File: src/hw/rtl/rcsb_pkg.sv
// Shared types, constants and saturating helpers for the spline basis unit.
// Depends on nothing; every other file in hw/rtl imports it.
package rcsb_pkg;

   localparam int MAX_KNOTS_DEF = 16;
   localparam int KNOT_W        = 32;
   localparam int DIFF_W        = 33;
   localparam int VAL_W         = 64;
   localparam int PROD_W        = 128;
   localparam int DVD_W         = 65;
   localparam int DVS_W         = 33;

   localparam logic signed [VAL_W-1:0] Q32_ONE = 64'sh0000_0001_0000_0000;
   localparam logic signed [VAL_W-1:0] SAT_MAX = 64'sh7FFF_FFFF_FFFF_FFFF;
   localparam logic signed [VAL_W-1:0] SAT_MIN = 64'sh8000_0000_0000_0000;

   localparam logic MODE_LOAD = 1'b0;
   localparam logic MODE_EVAL = 1'b1;

   localparam logic REG_KNOT_COUNT = 1'b0;

   // partial product order of the shared multiplier
   localparam logic [1:0] PP_LL = 2'd0;
   localparam logic [1:0] PP_LH = 2'd1;
   localparam logic [1:0] PP_HL = 2'd2;
   localparam logic [1:0] PP_HH = 2'd3;

   typedef struct packed {
      logic                     mode;
      logic [3:0]               knot_index;
      logic signed [KNOT_W-1:0] value;
   } req_type;

   typedef struct packed {
      logic [3:0]              column;
      logic signed [VAL_W-1:0] basis_value;
      logic                    last;
      logic                    span_error;
   } rsp_type;

   typedef struct packed {
      logic busy;
      logic done;
   } unit_status_type;

   function automatic logic [VAL_W-1:0] mag64(input logic signed [VAL_W-1:0] a);
      logic [VAL_W-1:0] r;
      r = a[VAL_W-1] ? VAL_W'(-a) : VAL_W'(a);
      return r;
   endfunction

   function automatic logic [DVS_W-1:0] mag33(input logic signed [DIFF_W-1:0] a);
      logic [DVS_W-1:0] r;
      r = a[DIFF_W-1] ? DVS_W'(-a) : DVS_W'(a);
      return r;
   endfunction

   function automatic logic signed [VAL_W-1:0] sat_sub64(
      input logic signed [VAL_W-1:0] a,
      input logic signed [VAL_W-1:0] b);
      logic signed [VAL_W-1:0] r;
      r = a - b;
      if ((a[VAL_W-1] != b[VAL_W-1]) && (r[VAL_W-1] != a[VAL_W-1])) begin
         r = a[VAL_W-1] ? SAT_MIN : SAT_MAX;
      end
      return r;
   endfunction

   // Q32.32 product from a magnitude product, truncated toward zero
   function automatic logic signed [VAL_W-1:0] q32_finish(
      input logic [PROD_W-1:0] p,
      input logic              neg);
      logic signed [VAL_W-1:0] m;
      logic signed [VAL_W-1:0] r;
      m = $signed({1'b0, p[94:32]});
      if (p[PROD_W-1:95] != '0) begin
         r = neg ? SAT_MIN : SAT_MAX;
      end else begin
         r = neg ? -m : m;
      end
      return r;
   endfunction

endpackage

File: src/hw/rtl/rcsb_mul.sv
// Shared 64x64 unsigned multiplier: one 32x32 partial product a cycle.
// Depends on rcsb_pkg for widths, partial product codes and the status struct.
module rcsb_mul import rcsb_pkg::*; (
   input  logic              clock,
   input  logic              reset,
   input  logic              start,
   input  logic [VAL_W-1:0]  a,
   input  logic [VAL_W-1:0]  b,
   output unit_status_type   status,
   output logic [PROD_W-1:0] prod
);

   logic              busy_ff;
   logic              done_ff;
   logic [2:0]        phase_ff;
   logic [VAL_W-1:0]  a_ff;
   logic [VAL_W-1:0]  b_ff;
   logic [VAL_W-1:0]  pp_ff;
   logic [1:0]        pp_idx_ff;
   logic [PROD_W-1:0] acc_ff;
   logic [31:0]       a_half;
   logic [31:0]       b_half;
   logic [PROD_W-1:0] pp_shifted;

   always_comb begin
      a_half = phase_ff[1] ? a_ff[63:32] : a_ff[31:0];
      b_half = phase_ff[0] ? b_ff[63:32] : b_ff[31:0];
      case (pp_idx_ff) inside
         PP_LL:        pp_shifted = {64'b0, pp_ff};
         PP_LH, PP_HL: pp_shifted = {32'b0, pp_ff, 32'b0};
         default:      pp_shifted = {pp_ff, 64'b0};
      endcase
   end

   always_ff @(posedge clock) begin
      if (reset) begin
         busy_ff  <= 1'b0;
         done_ff  <= 1'b0;
         phase_ff <= '0;
      end else begin
         done_ff <= 1'b0;
         if (start) begin
            busy_ff  <= 1'b1;
            phase_ff <= '0;
         end else if (busy_ff) begin
            phase_ff <= phase_ff + 3'd1;
            if (phase_ff == 3'd4) begin
               busy_ff <= 1'b0;
               done_ff <= 1'b1;
            end
         end
      end
   end

   always_ff @(posedge clock) begin
      if (start) begin
         a_ff   <= a;
         b_ff   <= b;
         acc_ff <= '0;
      end else if (busy_ff) begin
         if (phase_ff != 3'd4) begin
            pp_ff     <= VAL_W'(a_half * b_half);
            pp_idx_ff <= phase_ff[1:0];
         end
         if (phase_ff != 3'd0) begin
            acc_ff <= acc_ff + pp_shifted;
         end
      end
   end

   assign status = '{busy: busy_ff, done: done_ff};
   assign prod   = acc_ff;

endmodule

File: config.mk
export PLATFORM = sky130hd
export DESIGN_NAME = rcsb_mul
export DESIGN_NICKNAME = d
export VERILOG_FILES = /design/src/hw/rtl/rcsb_pkg.sv /design/src/hw/rtl/rcsb_mul.sv
export SDC_FILE = /design/constraint.sdc
export NUM_CORES = 2
export LEC_CHECK = 0
export BUFFER_PORTS_ARGS = -buffer_cell sky130_fd_sc_hd__buf_2
export CORE_AREA = 2 2 473 358
export DETAILED_ROUTE_END_ITERATION = 8
export DIE_AREA = 0 0 475 360
export PLACE_DENSITY_LB_ADDON = 0.25
export SYNTH_ARGS = -nofsm -noshare
export SYNTH_HDL_FRONTEND = slang
export SYNTH_SLANG_ARGS = --single-unit
File: constraint.sdc
create_clock -name clock -period 10.8 [get_ports clock]
set_input_delay 0.54 -clock clock [delete_from_list [all_inputs] [get_ports clock]]
set_output_delay 0.54 -clock clock [all_outputs]
set_load 0.01 [all_outputs]
==> results.py <==
metrics = {
    "synth": {
        "yosysTopAreaCellShare_pct": 33.9,
        "synth.avg_cell_area_um2": 8.77,
        "synth-xor-area-share_pct": 2.94,
        "syn-cell-area_um2": 53000,
        "synth_warnings": 0,
        "synth_top_cell_by_area": "fa_1",
        "yosysSeqAreaShare_pct": 16.0,
        "synthSimpleGateAreaFrac_pct": 15.1,
        "synth_cell_type_count": 78,
        "yosysMostFrequentCell": "inv_1",
        "synth_seq_cells": 327,
        "synth_fp_nets": 7458,
        "ys.flop_type": "edfxtp_1",
        "synthAdderAreaFrac_pct": 43.2,
        "synthTopCellsByCount": "inv_1, fa_1, nand2_1, nor2_1, ha_1",
        "syn_inst": 6037,
        "synth_compound_area_share_pct": 10.5,
        "async_flop_share_pct": 0,
        "synth_area_leaders": "fa_1, edfxtp_1, ha_1",
        "synth_edf_count": 194,
        "synth_top_family_by_area": "adder cells",
        "synth_mux_area_share_pct": 3.25,
    },
    "timing": {
        "finalHoldViolCount": 0,
        "rsz0062_at_grt": "no",
        "timing.fmax_ghz": 0.103,
        "finalCritPeriodShare_pct": 90.2,
        "worst_pin_slew_ps": 1330,
        "finalSetupTns_ps": 0,
        "setup_violations": 0,
        "report.final.slew_viol_count": 0,
        "fin_crit_ps": 9740,
        "skew_ps": 52.3,
        "maxSlewHeadroom_pct": 9.67,
    },
    "setup_path": {
        "cp_data_required_time_ps": 11200,
        "arrival_ps": 10140,
        "r2r_slack_ps": 1060,
        "startpoint_type": "flop",
        "path_common_cell": "fa_1",
        "critPathCaptureType": "flop",
        "cp_max_fo": 30,
        "crit_type": "flop to flop",
        "cp_top_family": "adder cells",
        "crit_slowest_cell": "mux2i_2",
        "cpPeakStageDelay_ps": 1000,
        "cp_num_buf_inv": 5,
    },
    "placed_design": {
        "dp_cells": 8344,
        "place_congestion": 1.01,
        "dp_hpwl_mm": 179,
        "port_buffers": 260,
    },
    "clock_network": {
        "cts_setup_buffers": 0,
        "cts_resized": 0,
        "cts_tree": "yes",
        "clk_pin_slew_ps": 60,
        "cts-root-buf": "clkbuf_16",
        "clk_path_buf_depth": 3,
        "cts_hold_buffers": 0,
        "cts_sinks": 327,
        "clock_latency_ps": 660,
        "ctsHtreeMaxLevel": 2,
        "cts_buffers": 41,
    },
    "status": {
        "status": "complete, no violations",
    },
    "detailed_routing": {
        "via_count": 44700,
        "post-route-drc-count": 0,
        "dr.pass1.iters": 6,
        "detail_route.wl_per_cell_um": 25.9,
        "initialDrtViolationCount": 4804,
        "drt_wl_total_mm": 218,
        "viasPerCell": 5.31,
        "antenna_left": 0,
    },
    "layout": {
        "finalNetCount": 7564,
        "drive_gt1_share_pct": 9.49,
        "area_delta_synth_final_pct": 10.5,
        "nFillCells": 17300,
        "instances_no_fill": 8424,
    },
    "global_route": {
        "grt_pass1_wl_mm": 313,
        "track_usage_pct": 25.2,
        "antenna_found_initial": 14,
        "grt_overflow": 0,
        "grt_pass1_vias": 44400,
        "grt_max_degree": 84,
    },
    "floorplan": {
        "core_um2": 166000,
        "ios": 261,
        "dieArea_um2": 171000,
        "initial_utilization_pct": 31.8,
        "floorplan.rows": 130,
        "dieHeight_um": 360,
        "dieWidth_um": 475,
    },
    "flow_run": {
        "maxCapViolations": 0,
    },
    "hold_path": {
        "min_path_type": "input port to flop",
    },
}
[final timing paths]
path         cells after the start   endpoint        start
max                             27  pp_ff[60]  phase_ff[0]
max reg2reg                     27  pp_ff[60]  phase_ff[0]
min                              1   b_ff[62]        b[62]
min reg2reg                      2    prod[8]      prod[8]
[cells by family (layout without fill, tap and decap cells)]
group | after synthesis | after routing
AO/OA/AOI/OAI | 892 | 892
AND/OR/NAND/NOR | 1914 | 1914
other | 0 | 4
multiplexers | 164 | 164
adder cells (fa/ha/maj) | 1290 | 1290
flip-flops | 327 | 327
buffers and inverters | 1272 | 1411
XOR/XNOR | 178 | 178
[stage by stage]
stage                     worst slack, ps  instance area (um^2)  util, %  hold slack, ps
after floorplan                      1840                 53000        -             432
final                                1060                 58500     35.2            73.0
after CTS                            1120                 58500     35.2            24.1
after global placement               1250                 57100     34.3             458
after detailed placement             1170                 57100     34.3             466
after global routing                  675                 58500     35.2            51.7
[worst register-to-register path, stage by stage, from the launching register on]
cell and delay, ps:
dfxtp_4 700, mux2i_2 1020, buf_4 340, nor2_1 90
fa_1 590, fa_1 480, fa_1 550, inv_1 60
fa_1 480, inv_1 50, fa_1 490, fa_1 510
fa_1 490, inv_1 50, fa_1 500, inv_1 50
ha_1 380, a21o_1 200, a21o_1 170, a21o_1 190
a2111oi_0 400, nor2_1 90, and2_1 170, a211oi_1 530
o31ai_1 170, a311oi_1 400, o21ai_0 160, xnor2_1 170
[cell usage in the layout (no fill, tap or decap), drive strengths merged, types with 65 or more instances in the layout]
master  Yosys  routed
o21ai     182     182
xnor2      98      98
ha        393     393
nand4      89      89
dfxtp     133     133
mux2i      99      99
nand2     792     792
a21oi     360     360
inv       952     957
mux2       65      65
edfxtp    194     194
nor2      782     782
a21o       88      88
and2       68      68
fa        897     897
xor2       80      80
buf        21     382
[registers in the layout, indices dropped and copies added, names as in the netlist]
register and cells:
a_ff 64, b_ff 64, busy_ff 1, done_ff 1
phase_ff 3, pp_ff 64, pp_idx_ff 2, prod 128
[routing by layer]
layer | vias to the layer above | routed length [um] | global-route usage [%]
li1 | 19500 | - | -
met1 | 22700 | 97400 | 36.6
met2 | 2199 | 89600 | 35.6
met3 | 352 | 24100 | 7.58
met4 | 14 | 7190 | 7.33
met5 | - | 92 | 0
[final cells by class]
type	instances	area, um^2	share of cell area (%)
Clock buffer	45	1040	1.78
Sequential cell	327	8500	14.5
Tap cell	2244	2810	4.80
Inverter	952	3570	6.11
Antenna cell	4	10.0	0.0171
Multi-Input combinational cell	4438	40000	68.4
Timing Repair Buffer	383	2270	3.88
Clock inverter	31	318	0.543
Power is left out: the tool's default activity adds up to more than one toggle a clock period on the data nets, which glitch-free logic cannot reach.
