<file path="config.mk">
export PLATFORM = sky130hd
export DESIGN_NAME = rcsb_div
export DESIGN_NICKNAME = d
export VERILOG_FILES = /design/src/hw/rtl/rcsb_pkg.sv /design/src/hw/rtl/rcsb_div.sv
export SDC_FILE = /design/constraint.sdc
export NUM_CORES = 1
export LEC_CHECK = 0
export BUFFER_PORTS_ARGS = -buffer_cell sky130_fd_sc_hd__buf_2
export CAP_MARGIN = 20
export CORE_ASPECT_RATIO = 1.1
export CORE_MARGIN = 2
export CORE_UTILIZATION = 45
export CTS_BUF_LIST = sky130_fd_sc_hd__clkbuf_2 sky130_fd_sc_hd__clkbuf_4 sky130_fd_sc_hd__clkbuf_8
export CTS_CLUSTER_SIZE = 10
export DETAILED_ROUTE_END_ITERATION = 16
export GPL_ROUTABILITY_DRIVEN = 0
export PLACE_DENSITY_LB_ADDON = 0.15
export SLEW_MARGIN = 15
export SYNTH_ARGS = -nofsm -noshare
export SYNTH_HDL_FRONTEND = slang
export SYNTH_SLANG_ARGS = --single-unit
</file>
<file path="constraint.sdc">
create_clock -name clock -period 3.65 [get_ports clock]
set_input_delay 0.73 -clock clock [delete_from_list [all_inputs] [get_ports clock]]
set_output_delay 0.73 -clock clock [all_outputs]
set_load 0.02 [all_outputs]
</file>
<file path="src/hw/rtl/rcsb_pkg.sv">
// Shared types, constants and saturating helpers for the spline basis unit.
// Depends on nothing; every other file in hw/rtl imports it.
package rcsb_pkg;

   localparam int MAX_KNOTS_DEF = 16;
   localparam int KNOT_W        = 32;
   localparam int DIFF_W        = 33;
   localparam int VAL_W         = 64;
   localparam int PROD_W        = 128;
   localparam int DVD_W         = 65;
   localparam int DVS_W         = 33;

   localparam logic signed [VAL_W-1:0] Q32_ONE = 64'sh0000_0001_0000_0000;
   localparam logic signed [VAL_W-1:0] SAT_MAX = 64'sh7FFF_FFFF_FFFF_FFFF;
   localparam logic signed [VAL_W-1:0] SAT_MIN = 64'sh8000_0000_0000_0000;

   localparam logic MODE_LOAD = 1'b0;
   localparam logic MODE_EVAL = 1'b1;

   localparam logic REG_KNOT_COUNT = 1'b0;

   // partial product order of the shared multiplier
   localparam logic [1:0] PP_LL = 2'd0;
   localparam logic [1:0] PP_LH = 2'd1;
   localparam logic [1:0] PP_HL = 2'd2;
   localparam logic [1:0] PP_HH = 2'd3;

   typedef struct packed {
      logic                     mode;
      logic [3:0]               knot_index;
      logic signed [KNOT_W-1:0] value;
   } req_type;

   typedef struct packed {
      logic [3:0]              column;
      logic signed [VAL_W-1:0] basis_value;
      logic                    last;
      logic                    span_error;
   } rsp_type;

   typedef struct packed {
      logic busy;
      logic done;
   } unit_status_type;

   function automatic logic [VAL_W-1:0] mag64(input logic signed [VAL_W-1:0] a);
      logic [VAL_W-1:0] r;
      r = a[VAL_W-1] ? VAL_W'(-a) : VAL_W'(a);
      return r;
   endfunction

   function automatic logic [DVS_W-1:0] mag33(input logic signed [DIFF_W-1:0] a);
      logic [DVS_W-1:0] r;
      r = a[DIFF_W-1] ? DVS_W'(-a) : DVS_W'(a);
      return r;
   endfunction

   function automatic logic signed [VAL_W-1:0] sat_sub64(
      input logic signed [VAL_W-1:0] a,
      input logic signed [VAL_W-1:0] b);
      logic signed [VAL_W-1:0] r;
      r = a - b;
      if ((a[VAL_W-1] != b[VAL_W-1]) && (r[VAL_W-1] != a[VAL_W-1])) begin
         r = a[VAL_W-1] ? SAT_MIN : SAT_MAX;
      end
      return r;
   endfunction

   // Q32.32 product from a magnitude product, truncated toward zero
   function automatic logic signed [VAL_W-1:0] q32_finish(
      input logic [PROD_W-1:0] p,
      input logic              neg);
      logic signed [VAL_W-1:0] m;
      logic signed [VAL_W-1:0] r;
      m = $signed({1'b0, p[94:32]});
      if (p[PROD_W-1:95] != '0) begin
         r = neg ? SAT_MIN : SAT_MAX;
      end else begin
         r = neg ? -m : m;
      end
      return r;
   endfunction

endpackage

</file>
<file path="src/hw/rtl/rcsb_div.sv">
// Restoring divider, one quotient bit a cycle, for the lambda quotient.
// Depends on rcsb_pkg for widths and the status struct.
module rcsb_div import rcsb_pkg::*; (
   input  logic             clock,
   input  logic             reset,
   input  logic             start,
   input  logic [DVD_W-1:0] dividend,
   input  logic [DVS_W-1:0] divisor,
   output unit_status_type  status,
   output logic [DVD_W-1:0] quot
);

   localparam int CW = $clog2(DVD_W);

   logic             busy_ff;
   logic             done_ff;
   logic [CW-1:0]    cnt_ff;
   logic [DVD_W-1:0] q_ff;
   logic [DVS_W:0]   rem_ff;
   logic [DVS_W-1:0] dvs_ff;
   logic [DVS_W:0]   rem_sh;
   logic             fits;

   always_comb begin
      rem_sh = {rem_ff[DVS_W-1:0], q_ff[DVD_W-1]};
      fits   = rem_sh >= {1'b0, dvs_ff};
   end

   always_ff @(posedge clock) begin
      if (reset) begin
         busy_ff <= 1'b0;
         done_ff <= 1'b0;
         cnt_ff  <= '0;
      end else begin
         done_ff <= 1'b0;
         if (start) begin
            busy_ff <= 1'b1;
            cnt_ff  <= '0;
         end else if (busy_ff) begin
            cnt_ff <= cnt_ff + CW'(1);
            if (cnt_ff == CW'(DVD_W - 1)) begin
               busy_ff <= 1'b0;
               done_ff <= 1'b1;
            end
         end
      end
   end

   always_ff @(posedge clock) begin
      if (start) begin
         q_ff   <= dividend;
         rem_ff <= '0;
         dvs_ff <= divisor;
      end else if (busy_ff) begin
         rem_ff <= fits ? rem_sh - {1'b0, dvs_ff} : rem_sh;
         q_ff   <= {q_ff[DVD_W-2:0], fits};
      end
   end

   assign status = '{busy: busy_ff, done: done_ff};
   assign quot   = q_ff;

endmodule

</file>
==> results.py <==
metrics = {
    "clock_network": {
        "cts_resized": 0,
        "tritoncts": "done",
        "cts_root_buf": "clkbuf_8",
        "clk_path_buf_depth": 2,
        "cts_inserted_buffers": 17,
        "post-cts-setup-buffers": 0,
        "hold_buffers": 0,
        "h-tree-depth": 4,
        "clock_latency_ps": 440,
        "numClockSinks": 140,
        "clk_pin_slew_worst_paths_ps": 90,
    },
    "job": {
        "max_cap_viol_count": 0,
    },
    "grt": {
        "grt_pass1_wl_um": 28800,
        "first_global_vias": 5928,
        "grt_max_degree": 113,
        "grt-ovfl-total": 0,
        "grt_usage_pct": 19.9,
        "antenna_found_initial": 0,
    },
    "synth": {
        "yosysTopAreaCell": "edfxtp_1",
        "yosys-top-cells-area": "edfxtp_1 38%, dfxtp_1 11%, mux2_2 9.4%",
        "synthTopCellsByCount": "98 x edfxtp_1, 70 x nor2_1, 64 x mux2_2",
        "synth_top_area_share_pct": 38.3,
        "synth_area_mm2": 0.00768,
        "synthArstFlopShare_pct": 0,
        "ys_types": 65,
        "synth_flop_cell": "edfxtp_1",
        "ys_ff_latch": 140,
        "syn-instance-count": 700,
        "synth.most_common_cell": "edfxtp_1",
        "synth_edf_count": 98,
        "seq_area_frac_synth_pct": 49.3,
        "synth_warnings": 0,
        "synth_fp_nets": 837,
        "syn_avg_cell_area_um2": 11.0,
    },
    "die": {
        "design.portCount": 168,
        "die_area_mm2": 0.0181,
        "initial_core_util_pct": 45.5,
        "dieHeight_um": 141,
        "rows": 50,
        "coreArea_mm2": 0.0169,
        "die_w_um": 129,
    },
    "route": {
        "via_count": 5844,
        "ant_nets": 0,
        "wl_per_cell_um": 16.2,
        "drc": 0,
        "routed_wl_um": 17500,
        "drtPass1Iterations": 6,
        "vias_per_cell": 5.44,
        "drt-initial-drc-count": 357,
    },
    "setup_path": {
        "crit_path_end_kind": "register",
        "ff2ff_setup_slack_ps": 540,
        "required_ps": 3940,
        "reg2regPathDepth": 13,
        "start_kind": "register",
        "crit_type": "reg -> reg",
        "r2r_end": "rem_ff[18]",
        "cp_max_fo": 34,
        "reg2reg_from": "quot[64]",
        "worst_path_max_delay_cell": "edfxtp_1",
        "critPathMaxStageDelay_ps": 410,
        "crit_chain": "inv_1 -> ha_1 -> inv_1 -> fa_1 -> a21oi_1 -> o21bai_4 -> a311oi_4 -> a211oi_1 -> nor3_4 -> buf_12 -> nor2_1 -> a21oi_1 -> a211oi_2",
        "arrival_ps": 3400,
    },
    "place": {
        "dpl.hpwl_um": 12400,
        "io_buffer_count": 167,
    },
    "hold_path": {
        "worstHoldPathCells": 2,
        "min_to": "busy_ff",
        "hold_start": "reset",
        "hold_class": "in -> reg",
    },
    "finish": {
        "final_util_pct": 53.6,
        "syn_to_final_growth_pct": 18.0,
        "multiInputGateArea_mm2": 0.00352,
        "fillCellCount": 1529,
        "diodes": 0,
        "drive_gt1_share_pct": 33.8,
        "fin_nets": 991,
        "seq_area_mm2": 0.00378,
    },
    "timing": {
        "final.period_utilization_pct": 85.1,
        "tns_ps": 0,
        "fmax_mhz": 322,
        "setup_violations": 0,
        "fin_skew_ps": 11.0,
        "grt_setup_unrepaired": "false",
        "maxSlewViolCount": 0,
        "min_period_ps": 3110,
        "hold_viol": 0,
        "relSlewSlack_pct": 40.6,
        "worstMarginPinSlew_ps": 891,
    },
    "pwr": {
        "power.total_mw": 4.25,
        "p_per_area_mw_per_mm2": 469,
        "power.leakage_nw": 3.83,
        "ir_drop_uv": 313,
    },
    "run_status": {
        "status": "complete, no violations",
    },
}
[cell usage in the layout (no fill, tap or decap), types with 6 or more instances in the layout]
cell type	synthesis	routed
edfxtp_1	98	98
a21oi_1	57	57
a21o_1	14	14
nor2_1	70	70
mux2i_1	13	13
mux2_2	64	64
dfxtp_1	42	41
nand4_1	9	9
xnor2_1	15	15
o21ai_0	20	20
o211ai_1	6	6
xor2_1	15	15
o21ai_1	7	7
nand3_1	6	6
inv_6	0	6
ha_1	35	35
nand2_1	34	34
buf_4	3	6
buf_2	9	166
o21bai_1	9	9
inv_1	49	48
a211oi_1	22	22
a211oi_2	6	6
clkbuf_8	0	17
[power breakdown]
part	switching [mW]	total, mW	internal (mW)
logic	0.605	1.03	0.425
registers	0.0804	1.95	1.87
clock network	0.696	1.27	0.575
[per-stage QoR]
step	instances	hold WS, ps	cell area (µm²)	worst slack [ps]
after CTS	1075	421	9060	530
after global placement	1043	474	8670	663
final	1075	446	9060	543
after global routing	1075	402	9060	254
after floorplan	700	458	7680	687
after detailed placement	1043	497	8670	564
[sequential cells by signal, indices dropped and copies added (netlist names)]
signal / flops
quot: 65
dvs_ff: 33
rem_ff: 33
cnt_ff: 7
busy_ff: 1
done_ff: 1
[logic make-up (layout without fill, tap and decap cells)]
group	after synthesis	after routing	share of synthesized area, %
AO/OA/AOI/OAI	172	172	15.3
XOR/XNOR	30	30	3.42
adder cells (fa/ha/maj)	36	36	5.96
buffers and inverters	88	255	4.89
flip-flops	140	140	49.3
multiplexers	78	78	11.2
AND/OR/NAND/NOR	156	156	9.94
[worst max-delay path by stage]
stage / start / endpoint / slack, ps / cells after the start
5_1_grt: quot[64] / rem_ff[8] / 250 / 12
2_1_floorplan: quot[64] / rem_ff[2] / 690 / 13
4_1_cts: quot[64] / rem_ff[30] / 530 / 12
6_report: quot[64] / rem_ff[18] / 540 / 13
3_3_place_gp: quot[64] / rem_ff[19] / 660 / 13
3_5_place_dp: quot[64] / rem_ff[18] / 560 / 13
[worst max-delay path, delay by kind of cell (launching register included)]
family	cells	cell delay, ps
AOI/OAI and AO/OA	6	1250
adders and majority gates	2	550
buffers and inverters	3	370
DFF	1	410
and+or+nand+nor	2	370
[final cells by class]
cell class | count | share of cell area, %
timing repair buffer | 174 | 10.1
clock inverter | 14 | 1.64
multi-input combinational | 472 | 38.9
clock buffer | 18 | 2.67
tap | 208 | 2.87
sequential | 140 | 41.8
inverter | 49 | 2.03
[layer usage]
metal | track usage (%) | up-vias | routed length (µm)
met4 | 5.26 | 0 | 226
met5 | 0 | - | 0
met3 | 7.02 | 18 | 1190
met2 | 32.6 | 160 | 8330
li1 | - | 2883 | -
met1 | 25.1 | 2783 | 7730
Note: power is estimated with default switching activity, not from simulation.
