===== src/hw/rtl/rcsb_pkg.sv =====
// Shared types, constants and saturating helpers for the spline basis unit.
// Depends on nothing; every other file in hw/rtl imports it.
package rcsb_pkg;

   localparam int MAX_KNOTS_DEF = 16;
   localparam int KNOT_W        = 32;
   localparam int DIFF_W        = 33;
   localparam int VAL_W         = 64;
   localparam int PROD_W        = 128;
   localparam int DVD_W         = 65;
   localparam int DVS_W         = 33;

   localparam logic signed [VAL_W-1:0] Q32_ONE = 64'sh0000_0001_0000_0000;
   localparam logic signed [VAL_W-1:0] SAT_MAX = 64'sh7FFF_FFFF_FFFF_FFFF;
   localparam logic signed [VAL_W-1:0] SAT_MIN = 64'sh8000_0000_0000_0000;

   localparam logic MODE_LOAD = 1'b0;
   localparam logic MODE_EVAL = 1'b1;

   localparam logic REG_KNOT_COUNT = 1'b0;

   // partial product order of the shared multiplier
   localparam logic [1:0] PP_LL = 2'd0;
   localparam logic [1:0] PP_LH = 2'd1;
   localparam logic [1:0] PP_HL = 2'd2;
   localparam logic [1:0] PP_HH = 2'd3;

   typedef struct packed {
      logic                     mode;
      logic [3:0]               knot_index;
      logic signed [KNOT_W-1:0] value;
   } req_type;

   typedef struct packed {
      logic [3:0]              column;
      logic signed [VAL_W-1:0] basis_value;
      logic                    last;
      logic                    span_error;
   } rsp_type;

   typedef struct packed {
      logic busy;
      logic done;
   } unit_status_type;

   function automatic logic [VAL_W-1:0] mag64(input logic signed [VAL_W-1:0] a);
      logic [VAL_W-1:0] r;
      r = a[VAL_W-1] ? VAL_W'(-a) : VAL_W'(a);
      return r;
   endfunction

   function automatic logic [DVS_W-1:0] mag33(input logic signed [DIFF_W-1:0] a);
      logic [DVS_W-1:0] r;
      r = a[DIFF_W-1] ? DVS_W'(-a) : DVS_W'(a);
      return r;
   endfunction

   function automatic logic signed [VAL_W-1:0] sat_sub64(
      input logic signed [VAL_W-1:0] a,
      input logic signed [VAL_W-1:0] b);
      logic signed [VAL_W-1:0] r;
      r = a - b;
      if ((a[VAL_W-1] != b[VAL_W-1]) && (r[VAL_W-1] != a[VAL_W-1])) begin
         r = a[VAL_W-1] ? SAT_MIN : SAT_MAX;
      end
      return r;
   endfunction

   // Q32.32 product from a magnitude product, truncated toward zero
   function automatic logic signed [VAL_W-1:0] q32_finish(
      input logic [PROD_W-1:0] p,
      input logic              neg);
      logic signed [VAL_W-1:0] m;
      logic signed [VAL_W-1:0] r;
      m = $signed({1'b0, p[94:32]});
      if (p[PROD_W-1:95] != '0) begin
         r = neg ? SAT_MIN : SAT_MAX;
      end else begin
         r = neg ? -m : m;
      end
      return r;
   endfunction

endpackage


===== src/hw/rtl/rcsb_knot_ram.sv =====
// Knot table: one write port, one read port, read data registered.
// Depends on rcsb_pkg for the knot width.
module rcsb_knot_ram import rcsb_pkg::*; #(
   parameter int DEPTH = MAX_KNOTS_DEF,
   parameter int AW    = $clog2(MAX_KNOTS_DEF)
) (
   input  logic              clock,
   input  logic              wr_en,
   input  logic [AW-1:0]     wr_addr,
   input  logic [KNOT_W-1:0] wr_data,
   input  logic [AW-1:0]     rd_addr,
   output logic [KNOT_W-1:0] rd_data
);

   logic [KNOT_W-1:0] mem [DEPTH];
   logic [KNOT_W-1:0] rd_data_ff;

   always_ff @(posedge clock) begin
      if (wr_en) begin
         mem[wr_addr] <= wr_data;
      end
      rd_data_ff <= mem[rd_addr];
   end

   assign rd_data = rd_data_ff;

endmodule


===== config.mk =====
export PLATFORM = sky130hd
export DESIGN_NAME = rcsb_knot_ram
export DESIGN_NICKNAME = d
export VERILOG_FILES = /design/src/hw/rtl/rcsb_pkg.sv /design/src/hw/rtl/rcsb_knot_ram.sv
export SDC_FILE = /design/constraint.sdc
export NUM_CORES = 1
export LEC_CHECK = 0
export BUFFER_PORTS_ARGS = -buffer_cell sky130_fd_sc_hd__buf_2
export CAP_MARGIN = 20
export CORE_ASPECT_RATIO = 1.75
export CORE_UTILIZATION = 55
export DETAILED_ROUTE_END_ITERATION = 8
export PLACE_DENSITY_LB_ADDON = 0.12
export SYNTH_ARGS = -nofsm -noshare
export SYNTH_HDL_FRONTEND = slang
export SYNTH_SLANG_ARGS = --single-unit

===== constraint.sdc =====
create_clock -name clock -period 4 [get_ports clock]
set_clock_uncertainty 0.15 [all_clocks]
set_input_delay 0.8 -clock clock [delete_from_list [all_inputs] [get_ports clock]]
set_output_delay 0.8 -clock clock [all_outputs]
set_load 0.01 [all_outputs]

==> results of run 1 <==
[final cells by class]
type	count	area [um2]	area share
diodes	2	5.00	0.000222
clock buffers	68	1360	0.0601
clock inverters	17	130	0.00576
multi-input cells	251	3750	0.166
flip-flops and latches	544	16000	0.709
well taps	465	582	0.0258
repair buffers	105	729	0.0323
[kinds of logic (layout without fill, tap and decap cells)]
logic type	after synthesis	count (layout)	synth area share
DFF	544	544	0.807
muxes	128	128	0.145
AOI/OAI and AO/OA	64	64	0.0242
and+or+nand+nor	59	59	0.0127
buffers and inverters	43	190	0.0112
other	0	2	0
[worst reg2reg max path: stages (launching register included)]
cell      delay, ns
edfxtp_1       0.38
mux4_2         0.49
a22oi_1        0.38
nand2_1        0.09
[synth_stat cells]
cell type,n
a22oi_1,64
and2_1,1
buf_1,9
buf_2,4
buf_4,11
buf_6,2
clkbuf_1,17
dfxtp_1,32
edfxtp_1,512
mux4_2,128
nand2_1,33
nand2b_1,2
nand3_1,1
nand3b_1,2
nor2_1,13
nor2b_1,2
nor3_1,4
or3b_2,1
[stage by stage]
step / hold slack [ns] / setup slack [ns] / area [um2] / cells
after floorplan: 0.485 / 0.171 / 19900 / 838
after CTS: 0.449 / 1.61 / 22600 / 1450
final: 0.475 / 1.69 / 22600 / 1452
after detailed placement: 0.506 / 1.08 / 21100 / 1365
after global placement: 0.495 / 1.11 / 21100 / 1365
after global routing: 0.467 / 1.55 / 22600 / 1451
[power breakdown]
part	internal [uW]	total (uW)	leakage, uW	switching, uW
logic	233	570	0.00163	336
clock network	2480	4350	0.000733	1870
registers	6370	6410	0.00489	38.0
[worst paths after layout]
check	cells past startpoint	endpoint	start
worst max-delay path	5	rd_data[21]	rd_addr[0]
worst min-delay path	1	mem[2][7]	wr_data[7]
worst max register to register	3	rd_data[13]	mem[3][13]
worst min register to register	3	rd_data[13]	mem[15][13]
[state kept, by name (all words and copies together), names as in the netlist]
name / count
mem: 512
rd_data: 32
[metal layers]
layer,wire (um),GRT usage
met1,15500,0.284
met4,1040,0.0767
met2,22000,0.415
met5,18,0
met3,2130,0.0357
==> impl_metrics.csv, run 1 <==
group,metric,value,unit
finish,final_core_util,0.638,
die,ios,74,
clocking,clk_pin_slew_worst_paths,0.06,ns
clocking,post_cts_buffers,0,
critical_path,crit_type,"input port to flip-flop",
timing,tightest_slew,0.851,ns
critical_path,start_kind,"input port",
clocking,numCtsBuffers,46,
global_route,antenna_found_initial,3,
detailed_routing,wl_per_cell,28.0,um
clocking,clock_latency,0.55,ns
outcome,status,"finished, final reports clean",
clocking,cts_sinks,544,
detailed_routing,vias,8966,
synthesis,syn-num-nets,880,
finish,final_common_cell,"edfxtp_1",
die,start_util,0.561,
detailed_routing,dr.pass1.iters,5,
timing,fmax,433,MHz
timing,hold_viol,0,
critical_path,worstPathArrival,2.59,ns
die,dieWidth,146,um
power_and_ir_drop,p_total,11300,uW
finish,syn2layout_area_growth,13.7,%
die,die_area,36900,um2
clocking,cts_hold_buf,0,
synthesis,yosysUniqueCellTypes,18,
timing,timing.slew.headroom,0.431,
timing,period_share,0.578,
power_and_ir_drop,p_per_area,502,nW/um2
global_route,grt_pass1_wl,60.4,mm
global_route,grt_pass1_vias,9784,
synthesis,syn_inst,838,
critical_path,path_max_fanout,44,
global_route,grtUsageTotal,0.230,
synthesis,yosysTopAreaCellShare,0.774,
power_and_ir_drop,p_leak,0.00726,uW
detailed_routing,antenna_left,0,
die,dieHeight,253,um
timing,tns,0,ns
finish,final_cell_mix,"edfxtp_1, mux4_2, buf_2",
critical_path,crit_required,4.28,ns
timing,fin_crit,2.31,ns
clocking,cts_htree_levels,2,
critical_path,end_kind,"flip-flop",
detailed_routing,wirelength,40.7,mm
detailed_routing,vias_per_cell,6.17,
detailed_routing,drt_iter0_drc,684,
synthesis,seq_area_frac_synth,0.807,
clocking,postCtsResizedCells,0,
global_route,gr-total-overflow,0,
power_and_ir_drop,ir_drop,0.494,mV
worst_hold_path,holdCritPathClass,"input port to flip-flop",
clocking,clock-root-buffer,"clkbuf_16",
clocking,clk_path_buf_depth,3,
synthesis,yosysTopAreaCell,"edfxtp_1",
finish,fillers,2321,
synthesis,yosys_warnings,0,
die,core,35400,um2
critical_path,crit_chain,"clkbuf_8 -> buf_12 -> mux4_2 -> a22oi_1 -> nand2_1",
place,io_buffers,73,
synthesis,yosys-top-cells-area,"edfxtp_1, mux4_2, dfxtp_1, a22oi_1, nand2_1",
global_route,grt_max_degree,67,
detailed_routing,drc,0,
critical_path,worst-path-buf-inv,2,
synthesis,avgSynthCellArea,23.7,um2
critical_path,crit_family,"buffers and inverters",
timing,rsz0062_at_grt,"false",
critical_path,slowest_delay,0.56,ns
synthesis,syn-cell-area,19900,um2
flow_run,maxCapViolations,0,
timing,finalMaxSlewViolations,0,
timing,finalSetupViolations,0,
finish,fin_nets,990,
clocking,tritoncts,"built",
critical_path,rrSetupSlack,2.39,ns
place,hpwl,23.1,mm
place,place.gp.congestion,0.733,
critical_path,crit_slowest_cell,"mux4_2",
finish,drive_gt1_frac,0.323,
synthesis,synth.ff_latch_count,544,
die,num_rows,91,
Power figures use the tool's default switching activity.
==> run 2: changes to the inputs <==
--- a/config.mk
+++ b/config.mk
@@ -5,6 +5,7 @@
 export SDC_FILE = /design/constraint.sdc
 export NUM_CORES = 1
 export LEC_CHECK = 0
+export ABC_AREA = 1
 export BUFFER_PORTS_ARGS = -buffer_cell sky130_fd_sc_hd__buf_2
 export CAP_MARGIN = 20
 export CORE_ASPECT_RATIO = 1.75
==> constraint.sdc (replaced) <==
create_clock -name clock -period 2.4 [get_ports clock]
set_clock_uncertainty 0.15 [all_clocks]
set_input_delay 0.48 -clock clock [delete_from_list [all_inputs] [get_ports clock]]
set_output_delay 0.48 -clock clock [all_outputs]
set_load 0.01 [all_outputs]
==> impl_metrics.csv, run 2 <==
group,metric,value,unit
outcome,status,"finished, final reports clean",
critical_path,timing.rr.start,"mem[7][29]",
synthesis,synth_compound_area_frac,0,
place,place.gp.congestion,0.815,
power_and_ir_drop,p_per_area,774,nW/um2
synthesis,synthAdderAreaFrac,0,
critical_path,crit_type,"flip-flop to output pin",
global_route,grt_pass1_vias,14600,
worst_hold_path,holdCritPathClass,"input port to flip-flop",
synthesis,yosys.area_share.xor_xnor,0,
clocking,postCtsResizedCells,0,
critical_path,cp-startpoint,"rd_data[16]",
critical_path,crit_required,1.77,ns
die,dieHeight,271,um
timing,finalSetupViolations,0,
global_route,grt_max_degree,84,
synthesis,yosysUniqueCellTypes,15,
timing,period_share,0.725,
finish,final_core_util,0.625,
synthesis,async_flop_share,0,
critical_path,worst-path-buf-inv,1,
synthesis,avgSynthCellArea,10.7,um2
synthesis,synthMuxAreaShare,0,
finish,final_cell_mix,"nand2_1, edfxtp_1, inv_1",
clocking,cts_hold_buf,0,
synthesis,synth_common_cells,"nand2_1, edfxtp_1, inv_1",
clocking,clk_pin_slew_worst_paths,0.07,ns
critical_path,rrSetupSlack,1.14,ns
synthesis,yosysTopAreaCell,"edfxtp_1",
synthesis,syn-cell-area,22700,um2
critical_path,crit_family,"flip-flops",
global_route,antenna_found_initial,1,
clocking,clk_path_buf_depth,3,
clocking,tritoncts,"built",
detailed_routing,wl_per_cell,18.9,um
synthesis,synth-simple-area-share,0.200,
critical_path,worstPathArrival,1.11,ns
worst_hold_path,hold_start,"wr_data[16]",
critical_path,slowest_delay,0.39,ns
synthesis,synth-edff-count,512,
detailed_routing,vias,14700,
die,ios,74,
timing,tightest_slew,0.665,ns
timing,hold_viol,0,
synthesis,syn_inst,2120,
finish,final_common_cell,"nand2_1",
timing,fmax,575,MHz
finish,top_register,"mem",
clocking,numCtsBuffers,48,
finish,fin_nets,2230,
timing,rsz0062_at_grt,"false",
place,io_buffers,73,
die,core,40800,um2
detailed_routing,drc,0,
critical_path,path_max_fanout,1,
global_route,grt_pass1_wl,81.2,mm
detailed_routing,wirelength,52.5,mm
synthesis,yosys-top-cells-area,"edfxtp_1, nand2_1, nand3_1, inv_1, dfxtp_1",
place,hpwl,29.2,mm
clocking,post_cts_buffers,0,
synthesis,yosysTopAreaCellShare,0.676,
finish,drive_gt1_frac,0.0965,
global_route,gr-total-overflow,0,
synthesis,syn-num-nets,2162,
power_and_ir_drop,ir_drop,0.644,mV
finish,largest_reg_flops,512,
die,dieWidth,156,um
detailed_routing,antenna_left,0,
clocking,cts_htree_levels,2,
clocking,clock-root-buffer,"clkbuf_16",
die,die_area,42200,um2
clocking,clock_latency,0.57,ns
synthesis,ys.flop_type,"edfxtp_1",
synthesis,yosysMostFrequentCell,"nand2_1",
timing,timing.slew.headroom,0.557,
clocking,cts_sinks,544,
synthesis,seq_area_frac_synth,0.705,
power_and_ir_drop,p_leak,0.0109,uW
timing,finalMaxSlewViolations,0,
synthesis,yosys_warnings,0,
power_and_ir_drop,p_total,19800,uW
synthesis,synth_top_family_by_area,"simple AND/OR/NAND/NOR gates",
die,start_util,0.557,
die,num_rows,98,
global_route,grtUsageTotal,0.257,
detailed_routing,drt_iter0_drc,1077,
finish,syn2layout_area_growth,12.3,%
detailed_routing,dr.pass1.iters,5,
critical_path,crit_chain,"buf_2",
critical_path,start_kind,"flip-flop",
timing,fin_crit,1.74,ns
detailed_routing,vias_per_cell,5.28,
flow_run,maxCapViolations,0,
critical_path,end_kind,"output pin",
critical_path,crit_slowest_cell,"dfxtp_1",
synthesis,synth.ff_latch_count,544,
-- run 2: kinds of logic after synthesis --
logic type             after synthesis
AND/OR/NAND/NOR                   1081
flip-flops                         544
buffers and inverters              495
-- run 2: where the power goes --
group / total, uW / switching [uW] / internal (uW)
Sequential: 10700 / 60.1 / 10600
Combinational: 1280 / 903 / 376
Clock: 7810 / 3320 / 4490
Total: 19800 / 4290 / 15500
-- run 2: area by class of cell --
class                   count  area [um2]
flip-flops and latches    544       16000
fillers                  3254       15300
multi-input cells        1081        4670
inverters                 390        1470
clock buffers              61        1300
repair buffers            123        1080
well taps                 550         688
clock inverters            28         293
diodes                      1        2.50
-- run 2: worst register-to-register path, delay by kind of cell, from the launching register on --
family	cells	cell delay (ns)
simple gates	5	0.56
flops	1	0.36
buf+inv	1	0.06
-- run 2: routing by layer --
metal | global-route usage | vias up | share of wire
met1 | 0.331 | 7180 | 0.40
met4 | 0.0854 | 0 | 0.026
li1 | - | 6962 | -
met5 | 0 | - | 0
met2 | 0.456 | 431 | 0.52
met3 | 0.0227 | 88 | 0.054
-- run 2: per-stage QoR --
stage	setup TNS [ns]	hold slack, ns	area (um2)	worst slack, ns	instances
after CTS	0	0.124	25500	0.634	2777
after floorplan	-71.15	0.429	22700	-0.223	2120
after detailed placement	0	0.492	23900	0.399	2688
final	0	0.141	25500	0.661	2778
after global placement	0	0.488	23900	0.392	2688
after global routing	0	0.144	25500	0.643	2778
-- run 2: path summary, 6_finish.rpt --
kind,endpoint,cells past startpoint
setup / recovery,rd_data[16],1
hold / removal,mem[10][16],1
setup reg to reg,rd_data[29],6
hold reg to reg,rd_data[21],6
